`config.mk`:
```
export PLATFORM = sky130hd
export DESIGN_NAME = integer_printf_formatter
export DESIGN_NICKNAME = d
export VERILOG_FILES = /design/src/ipf_pkg.sv /design/src/ipf_ctrl.sv /design/src/ipf_dpath.sv /design/src/integer_printf_formatter.sv
export VERILOG_INCLUDE_DIRS = /design/src /design/src/src
export SDC_FILE = /design/constraint.sdc
export NUM_CORES = 2
export LEC_CHECK = 0
export BUFFER_PORTS_ARGS = -buffer_cell sky130_fd_sc_hd__buf_4
export CORE_MARGIN = 2
export CORE_UTILIZATION = 59
export DETAILED_ROUTE_END_ITERATION = 6
export HOLD_SLACK_MARGIN = 0.02
export PLACE_DENSITY = 0.76
export SYNTH_ARGS = -nofsm -noshare
export SYNTH_HDL_FRONTEND = slang
export SYNTH_SLANG_ARGS = --single-unit
```
`constraint.sdc`:
```
create_clock -name i_clk -period 12.55 [get_ports i_clk]
set_input_delay 1.8825 -clock i_clk [delete_from_list [all_inputs] [get_ports i_clk]]
set_output_delay 1.8825 -clock i_clk [all_outputs]
set_load 0.02 [all_outputs]
```
`src/integer_printf_formatter_defines.svh`:
```
// Assertion macros used by the formatter top level.
// Each macro checks a property clocked on i_clk and held off during reset.
`ifndef INTEGER_PRINTF_FORMATTER_DEFINES_SVH
`define INTEGER_PRINTF_FORMATTER_DEFINES_SVH

`ifndef SYNTH

// Same-cycle implication.
`define IPF_ASSERT_NOW(lbl, ante, cons, msg) \
    lbl: assert property (@(posedge i_clk) disable iff (!i_rst_n) (ante) |-> (cons)) \
        else $error(msg);

// Next-cycle implication.
`define IPF_ASSERT_NEXT(lbl, ante, cons, msg) \
    lbl: assert property (@(posedge i_clk) disable iff (!i_rst_n) (ante) |=> (cons)) \
        else $error(msg);

`else

`define IPF_ASSERT_NOW(lbl, ante, cons, msg)
`define IPF_ASSERT_NEXT(lbl, ante, cons, msg)

`endif

`endif

```
`src/ipf_pkg.sv`:
```
`timescale 1ns / 1ps

package ipf_pkg;

    // conversion kinds as carried on the action field
    localparam logic [2:0] ACT_SDEC = 3'd0;
    localparam logic [2:0] ACT_UDEC = 3'd1;
    localparam logic [2:0] ACT_OCT  = 3'd2;
    localparam logic [2:0] ACT_HEXL = 3'd3;
    localparam logic [2:0] ACT_HEXU = 3'd4;

    typedef enum logic [1:0] {
        BASE_DEC,
        BASE_OCT,
        BASE_HEX
    } t_base;

    // ASCII codes
    localparam logic [7:0] CH_SPACE = 8'h20;
    localparam logic [7:0] CH_PLUS  = 8'h2b;
    localparam logic [7:0] CH_MINUS = 8'h2d;
    localparam logic [7:0] CH_ZERO  = 8'h30;
    localparam logic [7:0] CH_X_UP  = 8'h58;
    localparam logic [7:0] CH_X_LO  = 8'h78;

    localparam logic [7:0] HEX_UPPER [16] = '{
        8'h30, 8'h31, 8'h32, 8'h33, 8'h34, 8'h35, 8'h36, 8'h37,
        8'h38, 8'h39, 8'h41, 8'h42, 8'h43, 8'h44, 8'h45, 8'h46
    };
    localparam logic [7:0] HEX_LOWER [16] = '{
        8'h30, 8'h31, 8'h32, 8'h33, 8'h34, 8'h35, 8'h36, 8'h37,
        8'h38, 8'h39, 8'h61, 8'h62, 8'h63, 8'h64, 8'h65, 8'h66
    };

    // q = (v * RECIP) >> RECIP_SHIFT is v / 10 for every v below 2^32
    localparam int          RECIP_BITS  = 32;
    localparam logic [31:0] RECIP       = 32'hCCCC_CCCD;
    localparam int          RECIP_SHIFT = 35;

    typedef struct packed {
        logic load;   // take the input beat
        logic mul;    // form the reciprocal product
        logic digit;  // write one digit, replace magnitude by quotient
        logic prep;   // register the field layout
        logic emit;   // load one character into the output register
    } t_cmd;

    typedef struct packed {
        logic is_dec;     // current item converts in base ten
        logic quot_zero;  // the digit being written is the most significant
        logic out_free;   // output register can take a character
        logic last_pos;   // the next character closes the field
    } t_stat;

    function automatic logic [7:0] ipf_digit_char(input logic [3:0] d, input logic upper);
        return upper ? HEX_UPPER[d] : HEX_LOWER[d];
    endfunction

endpackage

```
`src/ipf_ctrl.sv`:
```
`timescale 1ns / 1ps

module ipf_ctrl (
    input  logic          i_clk,
    input  logic          i_rst_n,
    input  logic          i_in_valid,
    input  ipf_pkg::t_stat i_stat,
    output ipf_pkg::t_cmd  o_cmd,
    output logic          o_in_ready
);
    import ipf_pkg::*;

    typedef enum logic [2:0] {
        S_IDLE,
        S_CONV,
        S_DIGIT,
        S_PREP,
        S_EMIT
    } t_state;

    t_state r_state, n_state;
    logic   r_in_ready;

    always_comb begin
        n_state = r_state;
        o_cmd   = '0;
        case (r_state)
            S_IDLE: begin
                if (i_in_valid) begin
                    o_cmd.load = 1'b1;
                    n_state    = S_CONV;
                end
            end
            S_CONV: begin
                if (i_stat.is_dec) begin
                    o_cmd.mul = 1'b1;
                    n_state   = S_DIGIT;
                end else begin
                    o_cmd.digit = 1'b1;
                    if (i_stat.quot_zero) begin
                        n_state = S_PREP;
                    end
                end
            end
            S_DIGIT: begin
                o_cmd.digit = 1'b1;
                n_state     = i_stat.quot_zero ? S_PREP : S_CONV;
            end
            S_PREP: begin
                o_cmd.prep = 1'b1;
                n_state    = S_EMIT;
            end
            S_EMIT: begin
                if (i_stat.out_free) begin
                    o_cmd.emit = 1'b1;
                    if (i_stat.last_pos) begin
                        n_state = S_IDLE;
                    end
                end
            end
            default: begin
                n_state = S_IDLE;
            end
        endcase
    end

    always_ff @(posedge i_clk) begin
        if (!i_rst_n) begin
            r_state    <= S_IDLE;
            r_in_ready <= 1'b1;
        end else begin
            r_state    <= n_state;
            r_in_ready <= (n_state == S_IDLE);
        end
    end

    assign o_in_ready = r_in_ready;

endmodule

```
`src/ipf_dpath.sv`:
```
`timescale 1ns / 1ps

module ipf_dpath #(
    parameter int MAX_FIELD_WIDTH = 63,
    parameter int VALUE_BITS      = 32
) (
    input  logic          i_clk,
    input  logic          i_rst_n,
    input  ipf_pkg::t_cmd  i_cmd,
    output ipf_pkg::t_stat o_stat,
    input  logic [31:0]   i_value,
    input  logic [2:0]    i_action,
    input  logic          i_left_align,
    input  logic          i_force_sign,
    input  logic          i_space_sign,
    input  logic          i_alt_form,
    input  logic          i_zero_pad,
    input  logic [5:0]    i_field_width,
    input  logic          i_out_ready,
    output logic          o_out_valid,
    output logic [7:0]    o_character,
    output logic          o_last_char
);
    import ipf_pkg::*;

    localparam int MAX_DIGITS = (VALUE_BITS + 2) / 3;
    localparam int IDX_W      = $clog2(MAX_DIGITS);
    localparam int DCNT_W     = $clog2(MAX_DIGITS + 1);
    localparam int POS_W      = $clog2(MAX_FIELD_WIDTH + 1);
    localparam int PROD_W     = VALUE_BITS + RECIP_BITS;

    // decode of the input beat
    logic [VALUE_BITS-1:0] w_raw, w_mag;
    logic                  w_neg, w_nonzero, w_upper, w_sign_on;
    logic [7:0]            w_sign_char;
    logic [1:0]            w_plen;
    t_base                 w_base;
    logic [POS_W-1:0]      w_width;

    // item registers
    logic [VALUE_BITS-1:0] r_mag;
    logic [PROD_W-1:0]     r_prod;
    t_base                 r_base;
    logic                  r_upper, r_left, r_zpad, r_sign_on;
    logic [7:0]            r_sign_char;
    logic [1:0]            r_plen;
    logic [POS_W-1:0]      r_width;
    logic [DCNT_W-1:0]     r_dcnt;
    logic [3:0]            r_digs [MAX_DIGITS];

    // field layout: end of each region, in character positions
    logic [POS_W-1:0] r_b_lead, r_b_sign, r_b_pref, r_b_zero, r_b_dig, r_len, r_pos;

    logic [VALUE_BITS-1:0] w_quot, w_quot10, w_rem;
    logic [3:0]            w_dig;
    logic [POS_W-1:0]      w_total, w_pad, w_lead, w_zp;
    logic [POS_W-1:0]      n_b_sign, n_b_pref, n_b_zero, n_b_dig;
    logic [IDX_W-1:0]      w_didx;
    logic [7:0]            w_char;

    logic r_out_valid;
    logic [7:0] r_char;
    logic r_last;

    always_comb begin
        w_raw     = i_value[VALUE_BITS-1:0];
        w_nonzero = |w_raw;
        w_upper   = (i_action == ACT_HEXU);
        w_neg     = (i_action == ACT_SDEC) && w_raw[VALUE_BITS-1];
        w_mag     = w_neg ? VALUE_BITS'(~w_raw + 1'b1) : w_raw;
        case (i_action)
            ACT_OCT:            w_base = BASE_OCT;
            ACT_HEXL, ACT_HEXU: w_base = BASE_HEX;
            default:            w_base = BASE_DEC;
        endcase
        w_sign_on   = 1'b1;
        w_sign_char = CH_MINUS;
        if (!w_neg) begin
            if (i_action == ACT_SDEC && i_force_sign) begin
                w_sign_char = CH_PLUS;
            end else if (i_action == ACT_SDEC && i_space_sign) begin
                w_sign_char = CH_SPACE;
            end else begin
                w_sign_on = 1'b0;
            end
        end
        w_plen = 2'd0;
        if (i_alt_form && w_nonzero) begin
            if (w_base == BASE_OCT) begin
                w_plen = 2'd1;
            end else if (w_base == BASE_HEX) begin
                w_plen = 2'd2;
            end
        end
        w_width = (i_field_width > 6'(MAX_FIELD_WIDTH)) ? POS_W'(MAX_FIELD_WIDTH)
                                                       : POS_W'(i_field_width);
    end

    // one digit of the magnitude: shift for octal and hex, reciprocal for decimal
    always_comb begin
        w_quot10 = '0;
        w_rem    = '0;
        case (r_base)
            BASE_OCT: begin
                w_quot = r_mag >> 3;
                w_dig  = 4'(r_mag[2:0]);
            end
            BASE_HEX: begin
                w_quot = r_mag >> 4;
                w_dig  = r_mag[3:0];
            end
            default: begin
                w_quot   = VALUE_BITS'(r_prod >> RECIP_SHIFT);
                w_quot10 = (w_quot << 3) + (w_quot << 1);
                w_rem    = r_mag - w_quot10;
                w_dig    = w_rem[3:0];
            end
        endcase
    end

    always_comb begin
        w_total  = POS_W'(r_sign_on) + POS_W'(r_plen) + POS_W'(r_dcnt);
        w_pad    = (r_width > w_total) ? (r_width - w_total) : '0;
        w_lead   = (!r_left && !r_zpad) ? w_pad : '0;
        w_zp     = r_zpad ? w_pad : '0;
        n_b_sign = w_lead + POS_W'(r_sign_on);
        n_b_pref = n_b_sign + POS_W'(r_plen);
        n_b_zero = n_b_pref + w_zp;
        n_b_dig  = n_b_zero + POS_W'(r_dcnt);
    end

    // character at the current position; digits are stored least significant first
    always_comb begin
        w_didx = IDX_W'(r_b_dig - POS_W'(1) - r_pos);
        if (r_pos < r_b_lead) begin
            w_char = CH_SPACE;
        end else if (r_pos < r_b_sign) begin
            w_char = r_sign_char;
        end else if (r_pos < r_b_pref) begin
            w_char = (r_pos == r_b_sign) ? CH_ZERO : (r_upper ? CH_X_UP : CH_X_LO);
        end else if (r_pos < r_b_zero) begin
            w_char = CH_ZERO;
        end else if (r_pos < r_b_dig) begin
            w_char = ipf_digit_char(r_digs[w_didx], r_upper);
        end else begin
            w_char = CH_SPACE;
        end
    end

    always_ff @(posedge i_clk) begin
        if (i_cmd.load) begin
            r_mag       <= w_mag;
            r_base      <= w_base;
            r_upper     <= w_upper;
            r_left      <= i_left_align;
            r_zpad      <= i_zero_pad && !i_left_align;
            r_sign_on   <= w_sign_on;
            r_sign_char <= w_sign_char;
            r_plen      <= w_plen;
            r_width     <= w_width;
            r_dcnt      <= '0;
            r_pos       <= '0;
        end
        if (i_cmd.mul) begin
            r_prod <= PROD_W'(r_mag) * PROD_W'(RECIP);
        end
        if (i_cmd.digit) begin
            r_digs[r_dcnt[IDX_W-1:0]] <= w_dig;
            r_dcnt                    <= r_dcnt + DCNT_W'(1);
            r_mag                     <= w_quot;
        end
        if (i_cmd.prep) begin
            r_b_lead <= w_lead;
            r_b_sign <= n_b_sign;
            r_b_pref <= n_b_pref;
            r_b_zero <= n_b_zero;
            r_b_dig  <= n_b_dig;
            r_len    <= (r_width > w_total) ? r_width : w_total;
        end
        if (i_cmd.emit) begin
            r_char <= w_char;
            r_last <= o_stat.last_pos;
            r_pos  <= r_pos + POS_W'(1);
        end
    end

    always_ff @(posedge i_clk) begin
        if (!i_rst_n) begin
            r_out_valid <= 1'b0;
        end else if (i_cmd.emit) begin
            r_out_valid <= 1'b1;
        end else if (i_out_ready) begin
            r_out_valid <= 1'b0;
        end
    end

    assign o_stat.is_dec    = (r_base == BASE_DEC);
    assign o_stat.quot_zero = (w_quot == '0);
    assign o_stat.out_free  = !r_out_valid || i_out_ready;
    assign o_stat.last_pos  = (r_pos == r_len - POS_W'(1));

    assign o_out_valid = r_out_valid;
    assign o_character = r_char;
    assign o_last_char = r_last;

endmodule

```
`src/integer_printf_formatter.sv`:
```
`timescale 1ns / 1ps
// Integer field formatter in the manner of printf %d %u %o %x %X.
// Input channel (i_in_valid / o_in_ready): one beat carries a value, the
// conversion kind, the five flags and a minimum field width.
// Output channel (o_out_valid / i_out_ready): one beat per ASCII character of
// the field, most significant part first; o_last_char marks the final beat.
// Steps per item: take the beat, then the digit loop (a reciprocal multiply
// and a digit write for each decimal digit, a shift and a digit write for
// each octal or hex digit), then lay out the field, then emit the characters
// while the receiver keeps up.
// The next item is taken while the final character still waits in the output
// register, so its digit loop overlaps the drain of the previous field.
// A stall on the output holds the current character and freezes the sequence;
// nothing is dropped or repeated. Synchronous active-low reset returns the
// controller to idle and empties the output register; no clearing pass.
module integer_printf_formatter #(
    parameter int MAX_FIELD_WIDTH = 63,
    parameter int VALUE_BITS      = 32
) (
    input  logic        i_clk,
    input  logic        i_rst_n,
    input  logic        i_in_valid,
    output logic        o_in_ready,
    input  logic [31:0] i_value,
    input  logic [2:0]  i_action,
    input  logic        i_left_align,
    input  logic        i_force_sign,
    input  logic        i_space_sign,
    input  logic        i_alt_form,
    input  logic        i_zero_pad,
    input  logic [5:0]  i_field_width,
    output logic        o_out_valid,
    input  logic        i_out_ready,
    output logic [7:0]  o_character,
    output logic        o_last_char
);
    import ipf_pkg::*;

    `include "integer_printf_formatter_defines.svh"

    t_cmd  w_cmd;
    t_stat w_stat;

    // sequencer: idle, digit loop, layout, character loop
    ipf_ctrl u_ctrl (
        .i_clk      (i_clk),
        .i_rst_n    (i_rst_n),
        .i_in_valid (i_in_valid),
        .i_stat     (w_stat),
        .o_cmd      (w_cmd),
        .o_in_ready (o_in_ready)
    );

    // magnitude, digit store, layout registers and output register
    ipf_dpath #(
        .MAX_FIELD_WIDTH (MAX_FIELD_WIDTH),
        .VALUE_BITS      (VALUE_BITS)
    ) u_dpath (
        .i_clk         (i_clk),
        .i_rst_n       (i_rst_n),
        .i_cmd         (w_cmd),
        .o_stat        (w_stat),
        .i_value       (i_value),
        .i_action      (i_action),
        .i_left_align  (i_left_align),
        .i_force_sign  (i_force_sign),
        .i_space_sign  (i_space_sign),
        .i_alt_form    (i_alt_form),
        .i_zero_pad    (i_zero_pad),
        .i_field_width (i_field_width),
        .i_out_ready   (i_out_ready),
        .o_out_valid   (o_out_valid),
        .o_character   (o_character),
        .o_last_char   (o_last_char)
    );

    // one item in flight: after taking a beat the input side closes
    `IPF_ASSERT_NEXT(a_busy_after_accept, i_in_valid && o_in_ready, !o_in_ready, "input open after accept")
    // a new item is only taken once any pending character is the last of its field
    `IPF_ASSERT_NOW(a_accept_at_field_end, o_in_ready && o_out_valid, o_last_char, "input open mid-field")
    // every character lies in the printable set the formatter can produce
    `IPF_ASSERT_NOW(a_char_range, o_out_valid, (o_character >= CH_SPACE) && (o_character <= CH_X_LO), "character out of range")

endmodule

```
==> key figures <==
Run status
  • Status: finished clean

Cells and area
  • Fillers: 3580
  • Final #Nets: ~3400
  • P&R area growth vs syn: 6.387%
  • Final Instance Area: roughly 28000 um^2
  • # diodes: 0
  • Layout cells sized above 1: 4.656%

Hold path
  • HP Class: reg -> reg
  • Hold path depth: 2
  • Hold path start: u_dpath.o_out_valid
  • Hold Path Sink: u_dpath.o_out_valid

Route
  • DRC: 0
  • WL/cell: ~21 um
  • Antenna-violating nets left: 0
  • DRT Pass-1 Iters: 7
  • Vias: between 15000 and 20000
  • Vias/cell: 5.615
  • Total wire length: roughly 66000 um
  • Drt initial violations: approximately 1300

Clock network
  • CTS Buf Count: 17
  • CTS Root Cell: clkbuf_16
  • CTS tree: yes
  • Clk sinks: about 180
  • # Post-CTS Setup Buffers: 0
  • CTS H-Tree Depth: 4
  • Post-CTS sizing: 0
  • Worst-Skew Late Latency: 0.45 ns
  • CTS Buffer Depth: 2
  • Post-CTS Hold Buffers: 0
  • Register clock-pin slew on the reported worst setup and hold paths: about 0.070 ns

Yosys
  • Mux cell area share after synthesis: under 10%
  • Ys Warns: 0
  • Synthesized-area fraction occupied by and/or/nand/nor cells: approximately 6.2%
  • Largest family of logic cells by synthesized area: adder cells
  • XOR/XNOR Fraction of Synth Area: 3.719%
  • Mapped Cells: between 2000 and 2500
  • Syn avg cell area: between 10 and 15 um^2
  • Async S/R FF share, synth: 0%
  • Post-Syn Area: between 20000 and 30000 um^2
  • EDFF count, synth: 176
  • Synthesized Nets: around 3300
  • Cell variety after synth: 63
  • Synth Register Bits: between 150 and 200
  • Complex-gate fraction of the synthesized area: 7.456%
  • Register area share after synthesis: a little over 20%
  • Post-synthesis adder-cell area fraction: 51.42%
  • Top FF cell, synth: edfxtp_1

Setup path
  • R2r startpoint: u_dpath.r_mag[16]
  • Worst endpoint required time: roughly 13 ns
  • Crit end category: flip-flop
  • CP max FO: 7
  • WS Path Type: reg -> reg
  • R2R setup slack: ~4.5 ns
  • Critical Path AT: around 8.3 ns
  • Worst R2R End: u_dpath.r_prod[60]
  • Register-to-Register Path Depth: 24
  • Worst setup SP type: flip-flop

Timing
  • Smallest hold slack: roughly 0.54 ns
  • Final Cycle Share: 64.48%
  • Final setup fails: 0
  • Achievable Freq: 123.6 MHz
  • Least-Margin Pin Slew: between 0.8 and 0.9 ns
  • Post-Route Setup TNS: 0 ns
  • Final min period: between 8 and 9 ns
  • RSZ-0062 raised after global routing: false
  • Relative slew slack: roughly two fifths
  • Clk_skew: around 0.019 ns
  • Hold Fails Final Rpt: 0
  • Pins over their slew limit: 0

Floorplan
  • Die Ht: 214.8 um
  • Die ar.: ~46000 um^2
  • I/O pin count: 61
  • Num rows: 77
  • Initial Utilization: between 50% and 60%
  • Area of the core: between 40000 and 50000 um^2
  • Die width: 214.8 um

Placement
  • Final Wtd Congestion: around 1
  • PortBufs: between 50 and 60
  • Detailed Place HPWL: just under 60000 um
  • Dpl cell area: ~27000 um^2

GRT
  • Number of global-route vias before repair: ~19000
  • Antenna violations before repair: 0
  • Global route overflow: 0
  • First-pass GRT wire length: just over 100000 um
  • Total GRT Usage: ~30%
  • Largest net degree at the start of global routing: 50

Run
  • Max Cap Viol: 0
==> metal layers <==
layer | vias up | part of all wire (%) | track usage [%] | wire length, um
met5 | - | 0 | 0 | 0
met4 | 0 | 4.7 | 12.27 | 3121
li1 | 7991 | - | - | -
met1 | 8690 | 41 | 39.66 | 26850
met3 | 127 | 7.0 | 5.732 | 4630
met2 | 626 | 47 | 48.49 | 31130
==> logic make-up after synthesis <==
group,count (synthesis)
flops,181
mux,17
compound gates,321
xor+xnor,107
buf+inv,669
fa+ha+maj,825
other cells,1
simple gates,335
==> flip-flops by register name, indices dropped and copies added, names as in the netlist, 4 cells and up <==
name,count
u_dpath.o_character,7
u_dpath.r_b_zero,6
u_dpath.r_b_lead,6
u_dpath.r_dcnt,4
u_dpath.r_pos,6
u_dpath.r_width,6
u_dpath.r_mag,32
u_dpath.r_b_sign,6
u_dpath.r_len,6
u_dpath.r_digs,44
u_dpath.r_b_pref,6
u_dpath.r_prod,29
u_dpath.r_b_dig,6
==> cells in the mapped netlist (all sizes together) (4+ instances only) <==
| cell | instances | area, um^2 |
|---|---|---|
| nand2 | 85 | 321.6 |
| xnor2 | 58 | 515.5 |
| nor4 | 10 | 77.57 |
| a22oi | 28 | 210.2 |
| a31oi | 8 | 50.05 |
| fa | 421 | 8428 |
| a21oi | 109 | 553.0 |
| and2 | 12 | 75.07 |
| buf | 4 | 25.02 |
| o31ai | 6 | 45.04 |
| dfxtp | 5 | 100.1 |
| nand2b | 17 | 106.4 |
| a21o | 42 | 315.3 |
| mux4 | 8 | 180.2 |
| nor2b | 17 | 106.4 |
| inv | 630 | 2365 |
| mux2i | 8 | 80.08 |
| o21ai | 77 | 385.4 |
| o21a | 7 | 52.55 |
| o21bai | 11 | 86.33 |
| nor3 | 18 | 90.09 |
| nor3b | 5 | 37.54 |
| clkbuf | 35 | 131.4 |
| a21boi | 8 | 60.06 |
| edfxtp | 176 | 5285 |
| nor2 | 103 | 386.6 |
| and3 | 15 | 93.84 |
| o41ai | 4 | 35.03 |
| o22ai | 5 | 31.28 |
| a211oi | 6 | 45.04 |
| nand4 | 19 | 118.9 |
| nand3 | 23 | 115.1 |
| xor2 | 48 | 435.4 |
| ha | 402 | 5030 |
==> worst max-delay path, stage by stage (launching register included) <==
cell	delay, ns
edfxtp_1	0.67
ha_1	0.46
inv_1	0.17
fa_1	0.57
inv_1	0.06
fa_1	0.50
inv_1	0.07
fa_1	0.50
inv_1	0.06
fa_1	0.55
fa_1	0.42
fa_1	0.51
fa_1	0.42
ha_1	0.34
nand4_1	0.20
nor2_1	0.06
a31oi_1	0.20
nand3_1	0.13
a21oi_1	0.21
nand4_1	0.37
nand2_1	0.26
o211ai_1	0.19
o31ai_1	0.57
o31ai_1	0.17
xor2_1	0.17
==> how the worst max path moves through the flow <==
stage	cells after the start	from	slack (ns)	endpoint
2_1_floorplan	26	u_dpath.r_mag[18]	5.63	u_dpath.r_prod[60]
3_3_place_gp	26	u_dpath.r_mag[14]	4.69	u_dpath.r_prod[60]
3_5_place_dp	24	u_dpath.r_mag[15]	4.52	u_dpath.r_prod[60]
4_1_cts	24	u_dpath.r_mag[15]	4.48	u_dpath.r_prod[60]
5_1_grt	26	u_dpath.r_mag[16]	4.11	u_dpath.r_prod[60]
6_report	24	u_dpath.r_mag[16]	4.46	u_dpath.r_prod[60]
==> cell usage in the layout, fill, tap and decap left out, drive strengths merged, types with 3 or more instances in the layout <==
cell / n
nand2: 85
nor3b: 5
nor3: 18
ha: 402
edfxtp: 176
dfxtp: 5
nand4: 19
o21a: 7
nor2b: 17
fa: 421
and2: 12
nand3: 23
a31oi: 8
o211ai: 3
a211oi: 6
a22oi: 28
clkbuf: 17
a21oi: 109
nor2: 103
o22ai: 5
and3b: 3
o21ai: 77
xor2: 48
inv: 635
and3: 15
mux4: 8
o21bai: 11
nor4: 10
xnor2: 58
o31ai: 6
o41ai: 4
mux2i: 8
a21boi: 8
a21o: 42
nand2b: 17
buf: 67
clkinv: 3
==> layout make-up <==
| class | count | area [um^2] | area share (%) |
|---|---|---|---|
| sequential | 181 | 5385 | 19.31 |
| timing repair buffer | 67 | 503.0 | 1.804 |
| inverter | 630 | 2365 | 8.480 |
| clock inverter | 12 | 146.4 | 0.5250 |
| multi-input combinational | 1606 | 18320 | 65.70 |
| clock buffer | 17 | 425.4 | 1.526 |
| tap | 592 | 740.7 | 2.656 |
==> through the flow <==
stage / util, % / setup WS [ns] / std cells
5_1_grt: 63.34 / 4.115 / 3105
3_5_place_dp: 62.04 / 4.515 / 3076
6_report: 63.34 / 4.457 / 3105
3_3_place_gp: 62.04 / 4.694 / 3076
4_1_cts: 63.34 / 4.482 / 3105
2_1_floorplan: - / 5.625 / 2456
Power is left out: the tool's default activity adds up to more than one toggle a clock period on the data nets, which glitch-free logic cannot reach.
